**src/bppd_pkg.sv**
```systemverilog
// Package for the bitplane palette pixel decoder.
// Holds the palette geometry, item and mode codes and the colour word decode.
// No dependencies; bppd_palette_ram and the top level use it.
package bppd_pkg;

    localparam int PAL_DEPTH = 16;
    localparam int PAL_AW    = $clog2(PAL_DEPTH);
    localparam int RGB_W     = 24;

    // Item kinds carried in the func field.
    localparam logic [1:0] FUNC_SCREEN = 2'd0;
    localparam logic [1:0] FUNC_WRITE  = 2'd1;
    localparam logic [1:0] FUNC_ROTATE = 2'd2;

    // Resolution register codes. The last one has no screen output.
    localparam logic [1:0] RES_LOW  = 2'd0;
    localparam logic [1:0] RES_MED  = 2'd1;
    localparam logic [1:0] RES_HIGH = 2'd2;
    localparam logic [1:0] RES_NONE = 2'd3;

    // Configuration register indexes.
    localparam logic CFG_RESOLUTION = 1'b0;
    localparam logic CFG_ENTRIES    = 1'b1;

    // Smallest palette that each indexed resolution needs.
    localparam logic [4:0] MIN_ENTRIES_LOW = 5'd16;
    localparam logic [4:0] MIN_ENTRIES_MED = 5'd4;

    localparam logic [4:0] ENTRIES_RESET = 5'd16;

    localparam logic [7:0] LEVEL_STEP = 8'd36;
    localparam logic [7:0] FINE_STEP  = 8'd3;

    typedef logic [RGB_W-1:0] rgb_t;

    function automatic logic [7:0] channel_value(input logic [2:0] level, input logic fine);
        logic [7:0] base;
        base = {5'd0, level} * LEVEL_STEP;
        return base + (fine ? FINE_STEP : 8'd0);
    endfunction

    // Red sits in the high byte, green and blue in the low byte.
    function automatic rgb_t decode_colour(input logic [15:0] word);
        logic [7:0] r;
        logic [7:0] g;
        logic [7:0] b;
        r = channel_value(word[10:8], word[11]);
        g = channel_value(word[6:4], word[7]);
        b = channel_value(word[2:0], word[3]);
        return {r, g, b};
    endfunction

endpackage

```
**src/bppd_cmd_if.sv**
```systemverilog
// Input channel of the bitplane palette pixel decoder: one command beat.
// Uses bppd_pkg for nothing but keeps the valid/ready handshake with payload.
interface bppd_cmd_if;
    logic        valid;
    logic        ready;
    logic [1:0]  func;
    logic [15:0] plane_word_0;
    logic [15:0] plane_word_1;
    logic [15:0] plane_word_2;
    logic [15:0] plane_word_3;
    logic [3:0]  entry_index;
    logic [15:0] colour_word;
    logic [3:0]  rot_left;
    logic [3:0]  rot_right;

    modport source (
        output valid, func, plane_word_0, plane_word_1, plane_word_2, plane_word_3,
               entry_index, colour_word, rot_left, rot_right,
        input  ready
    );

    modport sink (
        input  valid, func, plane_word_0, plane_word_1, plane_word_2, plane_word_3,
               entry_index, colour_word, rot_left, rot_right,
        output ready
    );
endinterface

```
**src/bppd_pixel_if.sv**
```systemverilog
// Output channel of the bitplane palette pixel decoder: one pixel beat.
// Standalone valid/ready interface with the pixel payload.
interface bppd_pixel_if;
    logic       valid;
    logic       ready;
    logic [7:0] red;
    logic [7:0] green;
    logic [7:0] blue;
    logic       last_pixel;
    logic       palette_error;

    modport source (
        output valid, red, green, blue, last_pixel, palette_error,
        input  ready
    );

    modport sink (
        input  valid, red, green, blue, last_pixel, palette_error,
        output ready
    );
endinterface

```
**src/bppd_palette_ram.sv**
```systemverilog
// Palette memory: one write port and one read port, read data registered.
// Uses bppd_pkg for depth and entry width; entries never written read as black.
module bppd_palette_ram (
    input  logic                        clk,
    input  logic                        rst_n,
    input  logic                        wr_en,
    input  logic [bppd_pkg::PAL_AW-1:0] wr_addr,
    input  bppd_pkg::rgb_t              wr_data,
    input  logic [bppd_pkg::PAL_AW-1:0] rd_addr,
    output bppd_pkg::rgb_t              rd_data
);

    bppd_pkg::rgb_t                    mem [bppd_pkg::PAL_DEPTH];
    logic [bppd_pkg::PAL_DEPTH-1:0]    valid_reg;
    bppd_pkg::rgb_t                    rd_data_reg;

    always_ff @(posedge clk or negedge rst_n)
    begin
        if (!rst_n)
        begin
            valid_reg <= '0;
        end
        else if (wr_en)
        begin
            valid_reg[wr_addr] <= 1'b1;
        end
    end

    always_ff @(posedge clk)
    begin
        if (wr_en)
        begin
            mem[wr_addr] <= wr_data;
        end
    end

    // Read-first: a read of the address being written returns the old entry.
    always_ff @(posedge clk)
    begin
        rd_data_reg <= valid_reg[rd_addr] ? mem[rd_addr] : '0;
    end

    assign rd_data = rd_data_reg;

endmodule

```
**src/bitplane_palette_pixel_decoder.sv**
```systemverilog
// Top level of the bitplane palette pixel decoder.
// Depends on bppd_pkg, bppd_cmd_if, bppd_pixel_if and bppd_palette_ram.
//
// Usage:
// Commands arrive as beats on the cmd channel and pixels leave as beats on
// the pixel channel; both use valid/ready. Configuration is written through
// cfg_we, cfg_index and cfg_data while the block is idle.
// A screen command yields 16 pixel beats, most significant plane bit first,
// with last_pixel on the sixteenth; a palette that is too small for the
// resolution yields one error beat instead, and resolution three yields none.
// The command beat loads the plane registers; the pixel stage and the
// palette memory's read register take the first pixel, and the output
// register takes it from them. An error beat goes from the command beat
// straight into the pixel stage. After that one pixel leaves per cycle
// while the receiver is ready, through the memory's single read port.
// A palette write is done as its command beat is accepted. A rotate reads
// and rewrites one entry per cycle through the memory.
// One command is worked on at a time; cmd.ready is high only between them.
// Reset clears the palette to black, sets low resolution and 16 entries.
// When the receiver stalls, the output register holds its beat and the
// memory keeps re-reading the pending pixel, so nothing is lost.
module bitplane_palette_pixel_decoder (
    input  logic                clk,
    input  logic                rst_n,
    bppd_cmd_if.sink            cmd,
    bppd_pixel_if.source        pixel,
    input  logic                cfg_we,
    input  logic                cfg_index,
    input  logic [4:0]          cfg_data
);

    localparam logic [2:0] S_IDLE      = 3'd0;
    localparam logic [2:0] S_PIX       = 3'd1;
    localparam logic [2:0] S_ROT_FIRST = 3'd2;
    localparam logic [2:0] S_ROT_SHIFT = 3'd3;
    localparam logic [2:0] S_ROT_LAST  = 3'd4;

    localparam int AW = bppd_pkg::PAL_AW;

    logic [2:0]  state_reg, state_next;
    logic [1:0]  resolution_reg;
    logic [4:0]  entries_reg;

    // Plane shift registers; bit 15 is the next pixel.
    logic [15:0] plane0_reg, plane1_reg, plane2_reg, plane3_reg;
    logic [4:0]  left_reg, left_next;

    // Pixel stage whose palette read is in flight.
    logic          p1_valid_reg, p1_valid_next;
    logic          p1_last_reg, p1_err_reg, p1_mono_reg, p1_bit_reg, p1_inrange_reg;
    logic [AW-1:0] p1_addr_reg;

    // Rotate bookkeeping.
    logic [AW-1:0]   cur_reg, rot_left_reg;
    logic            rot_up_reg;
    bppd_pkg::rgb_t  moved_reg;

    logic            out_valid_reg;
    bppd_pkg::rgb_t  out_rgb_reg;
    logic            out_last_reg, out_err_reg;

    logic            accept;
    logic            pal_too_small;
    logic            cap;
    logic            advance;
    logic [3:0]      idx_now;
    logic            idx_inrange;
    logic [AW-1:0]   nbr, nbr2;
    logic            rot_ok;
    logic            wr_ok;

    logic            ram_wr_en;
    logic [AW-1:0]   ram_wr_addr;
    bppd_pkg::rgb_t  ram_wr_data;
    logic [AW-1:0]   ram_rd_addr;
    bppd_pkg::rgb_t  ram_rd_data;
    bppd_pkg::rgb_t  pix_rgb;

    assign cmd.ready = (state_reg == S_IDLE);
    assign accept    = cmd.valid && cmd.ready;

    assign pal_too_small =
        (resolution_reg == bppd_pkg::RES_LOW && entries_reg < bppd_pkg::MIN_ENTRIES_LOW) ||
        (resolution_reg == bppd_pkg::RES_MED && entries_reg < bppd_pkg::MIN_ENTRIES_MED);

    assign rot_ok = ({1'b0, cmd.rot_left}  < 5'(bppd_pkg::PAL_DEPTH)) &&
                    ({1'b0, cmd.rot_right} < 5'(bppd_pkg::PAL_DEPTH));
    assign wr_ok  = ({1'b0, cmd.entry_index} < 5'(bppd_pkg::PAL_DEPTH));

    // The output register takes a beat when it is empty or being drained.
    assign cap     = p1_valid_reg && (!out_valid_reg || pixel.ready);
    assign advance = !p1_valid_reg || cap;

    always_comb
    begin
        idx_now = {2'b00, plane1_reg[15], plane0_reg[15]};
        if (resolution_reg == bppd_pkg::RES_LOW)
        begin
            idx_now = {plane3_reg[15], plane2_reg[15], plane1_reg[15], plane0_reg[15]};
        end
    end

    assign idx_inrange = ({1'b0, idx_now} < 5'(bppd_pkg::PAL_DEPTH));

    assign nbr  = rot_up_reg ? cur_reg - AW'(1) : cur_reg + AW'(1);
    assign nbr2 = rot_up_reg ? nbr - AW'(1)     : nbr + AW'(1);

    always_comb
    begin
        case (state_reg)
            S_IDLE:      ram_rd_addr = cmd.rot_right[AW-1:0];
            S_PIX:       ram_rd_addr = advance ? idx_now[AW-1:0] : p1_addr_reg;
            S_ROT_FIRST: ram_rd_addr = nbr;
            S_ROT_SHIFT: ram_rd_addr = nbr2;
            default:     ram_rd_addr = '0;
        endcase
    end

    always_comb
    begin
        ram_wr_en   = 1'b0;
        ram_wr_addr = cur_reg;
        ram_wr_data = ram_rd_data;
        case (state_reg)
            S_IDLE:
            begin
                ram_wr_en   = accept && cmd.func == bppd_pkg::FUNC_WRITE && wr_ok;
                ram_wr_addr = cmd.entry_index[AW-1:0];
                ram_wr_data = bppd_pkg::decode_colour(cmd.colour_word);
            end
            S_ROT_FIRST:
            begin
                // Equal indices: the entry is written back unchanged.
                ram_wr_en   = (cur_reg == rot_left_reg);
                ram_wr_addr = rot_left_reg;
            end
            S_ROT_SHIFT:
            begin
                ram_wr_en = 1'b1;
            end
            S_ROT_LAST:
            begin
                ram_wr_en   = 1'b1;
                ram_wr_addr = rot_left_reg;
                ram_wr_data = moved_reg;
            end
            default:
            begin
                ram_wr_en = 1'b0;
            end
        endcase
    end

    bppd_palette_ram u_ram (
        .clk     (clk),
        .rst_n   (rst_n),
        .wr_en   (ram_wr_en),
        .wr_addr (ram_wr_addr),
        .wr_data (ram_wr_data),
        .rd_addr (ram_rd_addr),
        .rd_data (ram_rd_data)
    );

    always_comb
    begin
        state_next    = state_reg;
        left_next     = left_reg;
        p1_valid_next = p1_valid_reg;
        case (state_reg)
            S_IDLE:
            begin
                if (accept)
                begin
                    if (cmd.func == bppd_pkg::FUNC_SCREEN &&
                        resolution_reg != bppd_pkg::RES_NONE)
                    begin
                        state_next = S_PIX;
                        if (pal_too_small && resolution_reg != bppd_pkg::RES_HIGH)
                        begin
                            p1_valid_next = 1'b1;
                            left_next     = 5'd0;
                        end
                        else
                        begin
                            left_next = 5'd16;
                        end
                    end
                    else if (cmd.func == bppd_pkg::FUNC_ROTATE && rot_ok)
                    begin
                        state_next = S_ROT_FIRST;
                    end
                end
            end
            S_PIX:
            begin
                if (advance)
                begin
                    if (left_reg != 5'd0)
                    begin
                        p1_valid_next = 1'b1;
                        left_next     = left_reg - 5'd1;
                    end
                    else
                    begin
                        p1_valid_next = 1'b0;
                        state_next    = S_IDLE;
                    end
                end
            end
            S_ROT_FIRST:
            begin
                state_next = (cur_reg == rot_left_reg) ? S_IDLE : S_ROT_SHIFT;
            end
            S_ROT_SHIFT:
            begin
                if (nbr == rot_left_reg)
                begin
                    state_next = S_ROT_LAST;
                end
            end
            S_ROT_LAST:
            begin
                state_next = S_IDLE;
            end
            default:
            begin
                state_next = S_IDLE;
            end
        endcase
    end

    always_ff @(posedge clk or negedge rst_n)
    begin
        if (!rst_n)
        begin
            state_reg      <= S_IDLE;
            left_reg       <= '0;
            p1_valid_reg   <= 1'b0;
            out_valid_reg  <= 1'b0;
            resolution_reg <= bppd_pkg::RES_LOW;
            entries_reg    <= bppd_pkg::ENTRIES_RESET;
        end
        else
        begin
            state_reg    <= state_next;
            left_reg     <= left_next;
            p1_valid_reg <= p1_valid_next;
            if (cap)
            begin
                out_valid_reg <= 1'b1;
            end
            else if (pixel.ready)
            begin
                out_valid_reg <= 1'b0;
            end
            if (cfg_we)
            begin
                if (cfg_index == bppd_pkg::CFG_RESOLUTION)
                begin
                    resolution_reg <= cfg_data[1:0];
                end
                else
                begin
                    entries_reg <= cfg_data;
                end
            end
        end
    end

    always_ff @(posedge clk)
    begin
        if (accept)
        begin
            plane0_reg   <= cmd.plane_word_0;
            plane1_reg   <= cmd.plane_word_1;
            plane2_reg   <= cmd.plane_word_2;
            plane3_reg   <= cmd.plane_word_3;
            cur_reg      <= cmd.rot_right[AW-1:0];
            rot_left_reg <= cmd.rot_left[AW-1:0];
            rot_up_reg   <= (cmd.rot_right > cmd.rot_left);
            // The error beat goes straight into the pixel stage.
            p1_err_reg   <= 1'b1;
            p1_last_reg  <= 1'b1;
            p1_mono_reg  <= 1'b0;
            p1_bit_reg   <= 1'b0;
            p1_inrange_reg <= 1'b0;
        end
        else if (state_reg == S_PIX && advance && left_reg != 5'd0)
        begin
            plane0_reg     <= {plane0_reg[14:0], 1'b0};
            plane1_reg     <= {plane1_reg[14:0], 1'b0};
            plane2_reg     <= {plane2_reg[14:0], 1'b0};
            plane3_reg     <= {plane3_reg[14:0], 1'b0};
            p1_addr_reg    <= idx_now[AW-1:0];
            p1_err_reg     <= 1'b0;
            p1_last_reg    <= (left_reg == 5'd1);
            p1_mono_reg    <= (resolution_reg == bppd_pkg::RES_HIGH);
            p1_bit_reg     <= plane0_reg[15];
            p1_inrange_reg <= idx_inrange;
        end

        // The source index stays in cur_reg so the first shift overwrites it.
        if (state_reg == S_ROT_FIRST)
        begin
            moved_reg <= ram_rd_data;
        end
        else if (state_reg == S_ROT_SHIFT)
        begin
            cur_reg <= nbr;
        end
    end

    always_comb
    begin
        if (p1_err_reg)
        begin
            pix_rgb = '0;
        end
        else if (p1_mono_reg)
        begin
            pix_rgb = p1_bit_reg ? '1 : '0;
        end
        else
        begin
            pix_rgb = p1_inrange_reg ? ram_rd_data : '0;
        end
    end

    always_ff @(posedge clk)
    begin
        if (cap)
        begin
            out_rgb_reg  <= pix_rgb;
            out_last_reg <= p1_last_reg;
            out_err_reg  <= p1_err_reg;
        end
    end

    assign pixel.valid         = out_valid_reg;
    assign pixel.red           = out_rgb_reg[23:16];
    assign pixel.green         = out_rgb_reg[15:8];
    assign pixel.blue          = out_rgb_reg[7:0];
    assign pixel.last_pixel    = out_last_reg;
    assign pixel.palette_error = out_err_reg;

endmodule
```
**src/flat_wrapper.sv**
```systemverilog
// flat-port wrapper written by rule: the top's interface ports become plain ports
module bitplane_palette_pixel_decoder_flat 
  (clk, rst_n, cfg_we, cfg_index, cfg_data, cmd_valid, cmd_func, cmd_plane_word_0, cmd_plane_word_1, cmd_plane_word_2, cmd_plane_word_3, cmd_entry_index, cmd_colour_word, cmd_rot_left, cmd_rot_right, cmd_ready, pixel_valid, pixel_red, pixel_green, pixel_blue, pixel_last_pixel, pixel_palette_error, pixel_ready);
  bppd_cmd_if cmd_i ();
  bppd_pixel_if pixel_i ();
  input  logic clk;
  input  logic rst_n;
  input  logic cfg_we;
  input  logic cfg_index;
  input  logic [4:0] cfg_data;
  input wire logic [$bits(cmd_i.valid)-1:0] cmd_valid;
  input wire logic [$bits(cmd_i.func)-1:0] cmd_func;
  input wire logic [$bits(cmd_i.plane_word_0)-1:0] cmd_plane_word_0;
  input wire logic [$bits(cmd_i.plane_word_1)-1:0] cmd_plane_word_1;
  input wire logic [$bits(cmd_i.plane_word_2)-1:0] cmd_plane_word_2;
  input wire logic [$bits(cmd_i.plane_word_3)-1:0] cmd_plane_word_3;
  input wire logic [$bits(cmd_i.entry_index)-1:0] cmd_entry_index;
  input wire logic [$bits(cmd_i.colour_word)-1:0] cmd_colour_word;
  input wire logic [$bits(cmd_i.rot_left)-1:0] cmd_rot_left;
  input wire logic [$bits(cmd_i.rot_right)-1:0] cmd_rot_right;
  output wire logic [$bits(cmd_i.ready)-1:0] cmd_ready;
  output wire logic [$bits(pixel_i.valid)-1:0] pixel_valid;
  output wire logic [$bits(pixel_i.red)-1:0] pixel_red;
  output wire logic [$bits(pixel_i.green)-1:0] pixel_green;
  output wire logic [$bits(pixel_i.blue)-1:0] pixel_blue;
  output wire logic [$bits(pixel_i.last_pixel)-1:0] pixel_last_pixel;
  output wire logic [$bits(pixel_i.palette_error)-1:0] pixel_palette_error;
  input wire logic [$bits(pixel_i.ready)-1:0] pixel_ready;
  assign cmd_i.valid = cmd_valid;
  assign cmd_i.func = cmd_func;
  assign cmd_i.plane_word_0 = cmd_plane_word_0;
  assign cmd_i.plane_word_1 = cmd_plane_word_1;
  assign cmd_i.plane_word_2 = cmd_plane_word_2;
  assign cmd_i.plane_word_3 = cmd_plane_word_3;
  assign cmd_i.entry_index = cmd_entry_index;
  assign cmd_i.colour_word = cmd_colour_word;
  assign cmd_i.rot_left = cmd_rot_left;
  assign cmd_i.rot_right = cmd_rot_right;
  assign cmd_ready = cmd_i.ready;
  assign pixel_valid = pixel_i.valid;
  assign pixel_red = pixel_i.red;
  assign pixel_green = pixel_i.green;
  assign pixel_blue = pixel_i.blue;
  assign pixel_last_pixel = pixel_i.last_pixel;
  assign pixel_palette_error = pixel_i.palette_error;
  assign pixel_i.ready = pixel_ready;
  bitplane_palette_pixel_decoder u_core (.clk(clk), .rst_n(rst_n), .cmd(cmd_i), .pixel(pixel_i), .cfg_we(cfg_we), .cfg_index(cfg_index), .cfg_data(cfg_data));
endmodule
```
**config.mk**
```make
export PLATFORM = sky130hd
export DESIGN_NAME = bitplane_palette_pixel_decoder_flat
export DESIGN_NICKNAME = d
export VERILOG_FILES = /design/src/bppd_pkg.sv /design/src/bppd_cmd_if.sv /design/src/bppd_pixel_if.sv /design/src/bppd_palette_ram.sv /design/src/bitplane_palette_pixel_decoder.sv /design/src/flat_wrapper.sv
export SDC_FILE = /design/constraint.sdc
export NUM_CORES = 1
export LEC_CHECK = 0
export BUFFER_PORTS_ARGS = -buffer_cell sky130_fd_sc_hd__buf_2
export CORE_MARGIN = 2
export CORE_UTILIZATION = 50
export DETAILED_ROUTE_END_ITERATION = 7
export PLACE_DENSITY = 0.7
export SLEW_MARGIN = 10
export SYNTH_ARGS = -nofsm -noshare
export SYNTH_HDL_FRONTEND = slang
export SYNTH_SLANG_ARGS = --single-unit
```
**constraint.sdc**
```tcl
create_clock -name clk -period 3.5 [get_ports clk]
set_input_delay 0.35 -clock clk [delete_from_list [all_inputs] [get_ports clk]]
set_output_delay 0.35 -clock clk [all_outputs]
set_load 0.05 [all_outputs]
```
Word level (Yosys, flattened, before mapping)
Memories as Yosys holds them, arrays and structs flattened. A register that Yosys moved wholly into a read port is not among the register bits. Index checks and enable logic that the tools add are counted.

Bits in registers: 165. Latch bits: 0. Bits in writable memories: 384. ROM bits: 0. Output and inout bits: 28. Logic and storage cells: 150. Memories kept: 1.

Memory list: u_core.u_ram.mem (depth 16, width 24, rd ports 1, clocked after Yosys merged registers in 1, wr ports 1, RTL line bppd_palette_ram.sv:13) `bppd_pkg::rgb_t mem [bppd_pkg::PAL_DEPTH];`.

$add $sub $neg: 8. Multiply operators: 3. Div/mod/pow operators: 0. Magnitude comparators: 6. Eq/ne operators: 21. Shifts and indexed selects: 0. Mux-type cells: 53. Bitwise gates (word level): 3. Reductions and logical operators: 31.

Operators with widths (number): 16-bit 2-to-1 mux (8); 24-bit 2-to-1 mux (3); 24-bit one-hot mux with 2 select lines (1); 4-bit 2-to-1 mux (7); 5-bit 2-to-1 mux (5); 8-bit adder (3); 3-bit by 4-bit multiplier with 6-bit output, second input constant (3); 3-bit 2-to-1 mux (6); 16-bit OR (1); 4-bit one-hot mux with 4 select lines (1); 5-bit AND reduction (3); 2-bit inequality test, second input constant (6); 3-bit one-hot mux with 4 select lines (1); 1-bit 2-to-1 mux (11); 1-bit logical AND (10); 4-bit by 5-bit < comparator with 1-bit output, second input constant (2); 5-bit one-hot mux with 2 select lines (1); 4-bit by 1-bit adder with 4-bit output, second input constant (2); 4-bit == test (2); 2-bit 2-to-1 mux (4); 4-bit one-hot mux with 2 select lines (1); 4-bit by 1-bit subtractor with 4-bit output, second input constant (2); 3-bit by 2-bit == test with 1-bit output, second input constant (2); 2-bit by 1-bit inequality test with 1-bit output, second input constant (3); 24 further kinds (37).

Logic depth before layout (Yosys ltp)
Depth after elaboration: 9. Mapped depth: 12. Mapped depth without buffers: 10.

Modules after synthesis
A second synthesis with hierarchy kept.

Cells, all modules: 1378. Area total of the unflattened synthesis: 22784.4 um2.

Modules (own cells, without submodules): bppd_palette_ram (times used 1, cells each 677, area each 15746.4 um2, sequential area each 12411.9 um2); bitplane_palette_pixel_decoder (times used 1, cells each 701, area each 7038.0 um2, sequential area each 4250.3 um2).

Worst setup path before layout
OpenSTA, ideal clock, no wires.

Path kind: register to register. From: register u_core.state_reg[1]. To: register u_core.plane0_reg[0] (enable). Library setup time: 424 ps. Data arrival time: 3682 ps. Data required time: 3076 ps. Setup slack: -606 ps. Stages on the path, launching flop included: 8. Buffers on the path: 3. Period minus slack after synthesis: 4106 ps. Cell sequence: dfrtp_1 -> or2_2 -> clkbuf_1 -> nor2_1 -> nand2_1 -> clkbuf_1 -> clkbuf_1 -> nand2_1.

RTL lines: from (decl) (RTL line bitplane_palette_pixel_decoder.sv:40) `logic [2:0] state_reg, state_next;`; from (signal assigned) (RTL line bitplane_palette_pixel_decoder.sv:245) `state_reg <= state_next;`; 3-bit zero test (RTL line bitplane_palette_pixel_decoder.sv:79) `assign cmd.ready = (state_reg == S_IDLE);`; net cmd_ready (RTL line flat_wrapper.sv:21) `output wire logic [$bits(cmd_i.ready)-1:0] cmd_ready;`; 1-bit logical AND (RTL line bitplane_palette_pixel_decoder.sv:80) `assign accept = cmd.valid && cmd.ready;`; 2-bit nonzero test (no source line); to (signal assigned) (RTL line bitplane_palette_pixel_decoder.sv:274) `plane0_reg <= cmd.plane_word_0;`; to (signal assigned) (RTL line bitplane_palette_pixel_decoder.sv:290) `plane0_reg <= {plane0_reg[14:0], 1'b0};`; to (decl) (RTL line bitplane_palette_pixel_decoder.sv:45) `logic [15:0] plane0_reg, plane1_reg, plane2_reg, plane3_reg;`.

The timed path passes the listed nets, and every way through them passes these cells. A chain may end at the register's enable or synchronous reset.

Worst setup path in the final report
From: register u_core.rot_up_reg. To: register u_core.u_ram.rd_data_reg[13], in the netlist u_core.u_ram.rd_data[13] (read register of u_core.u_ram.mem).

Cells in the longest elaborated chain, start to end: 7.

Ends and longest elaborated chain: from (decl) (RTL line bitplane_palette_pixel_decoder.sv:55) `logic rot_up_reg;`; from (signal assigned) (RTL line bitplane_palette_pixel_decoder.sv:280) `rot_up_reg <= (cmd.rot_right > cmd.rot_left);`; 4-bit 2-to-1 mux (RTL line bitplane_palette_pixel_decoder.sv:105) `assign nbr = rot_up_reg ? cur_reg - AW'(1) : cur_reg + AW'(1);`; 4-bit by 1-bit adder with 4-bit output or 4-bit by 1-bit subtractor with 4-bit output (tied branches) (RTL line bitplane_palette_pixel_decoder.sv:106) `assign nbr2 = rot_up_reg ? nbr - AW'(1) : nbr + AW'(1);`; 4-bit 2-to-1 mux (RTL line bitplane_palette_pixel_decoder.sv:106); 4-bit one-hot mux with 4 select lines * (RTL line bitplane_palette_pixel_decoder.sv:110) `case (state_reg)`; 1-bit binary-select mux with 4-bit select (RTL line bppd_palette_ram.sv:40) `rd_data_reg <= valid_reg[rd_addr] ? mem[rd_addr] : '0;`; 1-bit 2-to-1 mux (implied by the code) (RTL line bppd_palette_ram.sv:40); 1-bit zero test (no source line); to (decl) (RTL line bppd_palette_ram.sv:15) `bppd_pkg::rgb_t rd_data_reg;`.

Mark *: on every way between the ends. The rest lies on a longest branch, timed or not. The select of a mux whose other input is x is not followed.

==> metrics.md <==
| Metric | Value |
|---|---|
| Status | `complete, no violations` |
| Nets | `2000` |
| Worst path cell trace | `buf_4, ha_1, xor2_1, ha_1, and3_1, nand3_1, nand3_1, nor3_4, buf_12, a22o_1, nor3_4, buf_12, a22o_1` |
| Reg2reg setup slack | `approximately 190 ps` |
| CTS max path bufs | `3` |
| Vias in the first global route | `about 15000` |
| First-pass GRT wire length | `86.2 mm` |
| Leakage power total | `roughly 0.010 uW` |
| Final Power | `between 20000 and 30000 uW` |
| Row count | `78` |
| Crit Path Max Fanout | `33` |
| DRC Markers | `0` |
| Setup crit start kind | `register` |
| Area growth, synth to finish | `19.0%` |
| WP data arrival | `around 3800 ps` |
| Mean post-synth cell area | `~14 sq um` |
| Syn_nets | `approximately 1800` |
| Post-synthesis cell type count | `between 60 and 70` |
| Crit-path max cell delay | `between 400 and 500 ps` |
| Fillcell total | `~3400` |
| Pwr dens | `about 1000 mW/mm^2` |
| Vias per Instance | `5.86` |
| Worst R2R Start | `u_core.rot_up_reg$_DFFE_PP_` |
| Register bit count reported by yosys | `571` |
| CP required | `around 4000 ps` |
| Clk slew on worst S/H paths | `60 ps` |
| CP startpoint | `u_core.rot_up_reg$_DFFE_PP_` |
| Setup Viol. Count Final | `0` |
| Min Clock Period, post-route | `3310 ps` |
| Ys Warns | `0` |
| Initial antenna violation count | `1` |
| WP buf/inv | `3` |
| Initial Utilization | `around half` |
| Worst reg2reg endpoint | `u_core.u_ram.rd_data[13]$_SDFF_PN0_` |
| EDFF count, synth | `between 500 and 600` |
| Vias | `roughly 15000` |
| Num CTS Buffers | `between 50 and 60` |
| Final period util | `94.5%` |
| Die area | `around 0.048 sq mm` |
| Crit path capture | `u_core.u_ram.rd_data[13]$_SDFF_PN0_` |
| Worst slew margin | `between 20 and 30%` |
| Post-synthesis sequential area ratio | `between 70% and 80%` |
| IO Pins | `approximately 130` |
| WL per Instance | `~22 microns` |
| Largest net degree at the start of global routing | `75` |
| CP max stage cell | `edfxtp_1` |
| Hold crit path type | `in -> reg` |
| Reg2Reg Depth | `13` |
| Pre-CTS setup slack | `152 ps` |
| Core ar. | `about 0.046 sq mm` |
| Slew Limit Fails | `0` |
| 1st-iter DRT viols | `around 1400` |
| Final core occ | `between 60% and 70%` |
| Clock Skew | `around 24 ps` |
| Cell Area, Synth | `0.0232 sq mm` |
| Clock Latency Late Sink | `between 600 and 700 ps` |
| Drt pass-1 iters | `5` |
| Most used DFF post-synth | `edfxtp_1` |
| Max IR drop VDD | `0.841 mV` |
| Final GP Congestion | `about 0.85` |
| Register area | `around 0.017 sq mm` |
| Pin slew with the least headroom to its limit | `around 1100 ps` |
| Die Y | `roughly 220 microns` |
| Critical path's top delay family | `simple AND/OR/NAND/NOR gates` |
| Worst Setup End Kind | `register` |
| Die X | `219 microns` |
| Post-DRT Antenna Nets | `0` |
| Clock root buffer | `clkbuf_16` |
| Post-synthesis async set-or-reset flop share | `5.43%` |
| Mapped Cells | `around 1700` |
| Htree depth | `2` |
| Final worst-path setup slack | `~190 ps` |
| DRT Wirelength | `around 57 mm` |
| Post-detail-place hpwl | `about 32 mm` |
| Max Freq | `302 MHz` |
| Max reg flops | `384` |
| Proportion of layout cells with a drive suffix above 1 | `between 10% and 20%` |
| Setup TNS Final | `0 ps` |
| GRT Total Usage | `about a quarter` |
| Critical path class | `reg -> reg` |
| CTS tree | `built` |
| Unrepaired setup endpoints after global routing | `false` |
| Cell count along the critical path | `13` |
| Largest Register | `u_core.u_ram.mem` |
| Fin. Hold Viols | `0` |
| Gr ovfl total | `0` |
| Area of the multi-input gates | `slightly above 0.006 sq mm` |
| Clk sink count | `around 570` |
| Worst hold slack | `about 25 ps` |
| Post-CTS Setup Bufs | `0` |
| PortBufs | `roughly 130` |
| MaxCap Viol Count | `0` |
routing by layer:
layer  vias to the layer above  track usage, %  part of all wire, %
met1                      7372            31.4                   41
met4                         0            8.15                  2.6
li1                       6754               -                    -
met5                         -               0                    0
met2                       612            40.3                   49
met3                       108            3.20                  6.9
synthesized netlist by cell type (all sizes together), types with 4 or more instances:
cell type | n | area, sq um
a211oi | 5 | 37.5
a21oi | 61 | 305
nor2b | 18 | 113
or3 | 74 | 463
mux2i | 109 | 1090
dfxtp | 33 | 661
nand2 | 260 | 976
and3 | 4 | 25.0
inv | 13 | 48.8
a22o | 75 | 657
a221oi | 48 | 420
or2 | 22 | 138
clkbuf | 72 | 270
nand3b | 4 | 42.5
buf | 35 | 215
o21ai | 124 | 621
mux2 | 6 | 67.6
nor3 | 9 | 60.1
ha | 10 | 125
and2 | 6 | 37.5
dfrtp | 30 | 751
edfxtp | 507 | 15200
xor2 | 4 | 35.0
nand3 | 10 | 50.1
nand2b | 9 | 56.3
o22ai | 24 | 150
nor2 | 35 | 131
xnor2 | 6 | 52.6
stage by stage:
stage / std cells / cell area (sq um)
after floorplan: 1652 / 23200
after global placement: 2357 / 25100
after detailed placement: 2357 / 25100
after CTS: 2533 / 27600
after global routing: 2534 / 27600
final: 2534 / 27600
cells by family after synthesis:
family / after synthesis / synth area share, %
multiplexers: 115 / 4.99
AND/OR/NAND/NOR: 461 / 9.37
XOR/XNOR: 11 / 0.475
AO/OA/AOI/OAI: 363 / 10.4
buffers and inverters: 120 / 2.30
flip-flops: 571 / 71.8
adder cells (fa/ha/maj): 11 / 0.626
tightest hold or removal path, stage by stage:
cell and delay, ps:
buf_2 80, nand2_1 40, nand2_1 50
layout make-up:
class	count	area share (%)
multi-input combinational	961	22.1
antenna	1	0.00907
inverter	13	0.177
clock inverter	27	0.839
sequential	571	60.4
clock buffer	81	5.86
tap	600	2.72
timing repair buffer	280	7.89
worst min-delay path by stage:
stage                               startpoint                                 to  slack, ps  cells past startpoint
2_1_floorplan                            rst_n  u_core.entries_reg[2]$_DFFE_PN0P_         50                      0
3_3_place_gp   u_core.p1_last_reg$_SDFFE_PP1P_  u_core.pixel.last_pixel$_DFFE_PP_        420                      0
3_5_place_dp   u_core.p1_last_reg$_SDFFE_PP1P_  u_core.pixel.last_pixel$_DFFE_PP_        410                      0
4_1_cts                    cmd_plane_word_0[5]     u_core.plane0_reg[5]$_DFFE_PP_          2                      3
5_1_grt                    cmd_plane_word_0[5]     u_core.plane0_reg[5]$_DFFE_PP_         20                      3
6_report                   cmd_plane_word_0[5]     u_core.plane0_reg[5]$_DFFE_PP_         20                      3
cell usage in the layout (no fill, tap or decap), types with 7 or more instances in the layout:
cell and instances:
a21oi_1 59, a221oi_1 48, a22o_1 75, buf_12 18
buf_2 128, buf_4 66, clkbuf_1 15, clkbuf_16 58
clkbuf_8 8, clkinv_1 12, clkinv_2 7, dfrtp_1 29
dfxtp_1 33, dlygate4sd3_1 68, edfxtp_1 507, ha_1 10
inv_1 12, mux2i_1 109, nand2_1 258, nand2b_1 9
nand3_1 10, nor2_1 18, nor2_2 16, nor2b_1 17
o21ai_0 120, o22ai_1 24, or2_2 19, or3_1 74
repair_timing:
| action | CTS | global route |
|---|---|---|
| hold buffers | 68 | 0 |
| setup endpoints to repair | 0 | 16 |
| hold endpoints to repair | 97 | 0 |
| resized for setup | 0 | 0 |
report_power, final:
group / switching [uW] / leakage, uW / internal [uW]
sequential: 577 / 0.00532 / 9950
combinational: 7540 / 0.00391 / 4520
clock: 2530 / 0.000904 / 3440
total: 10600 / 0.0101 / 17900
Power figures use the tool's default switching activity.
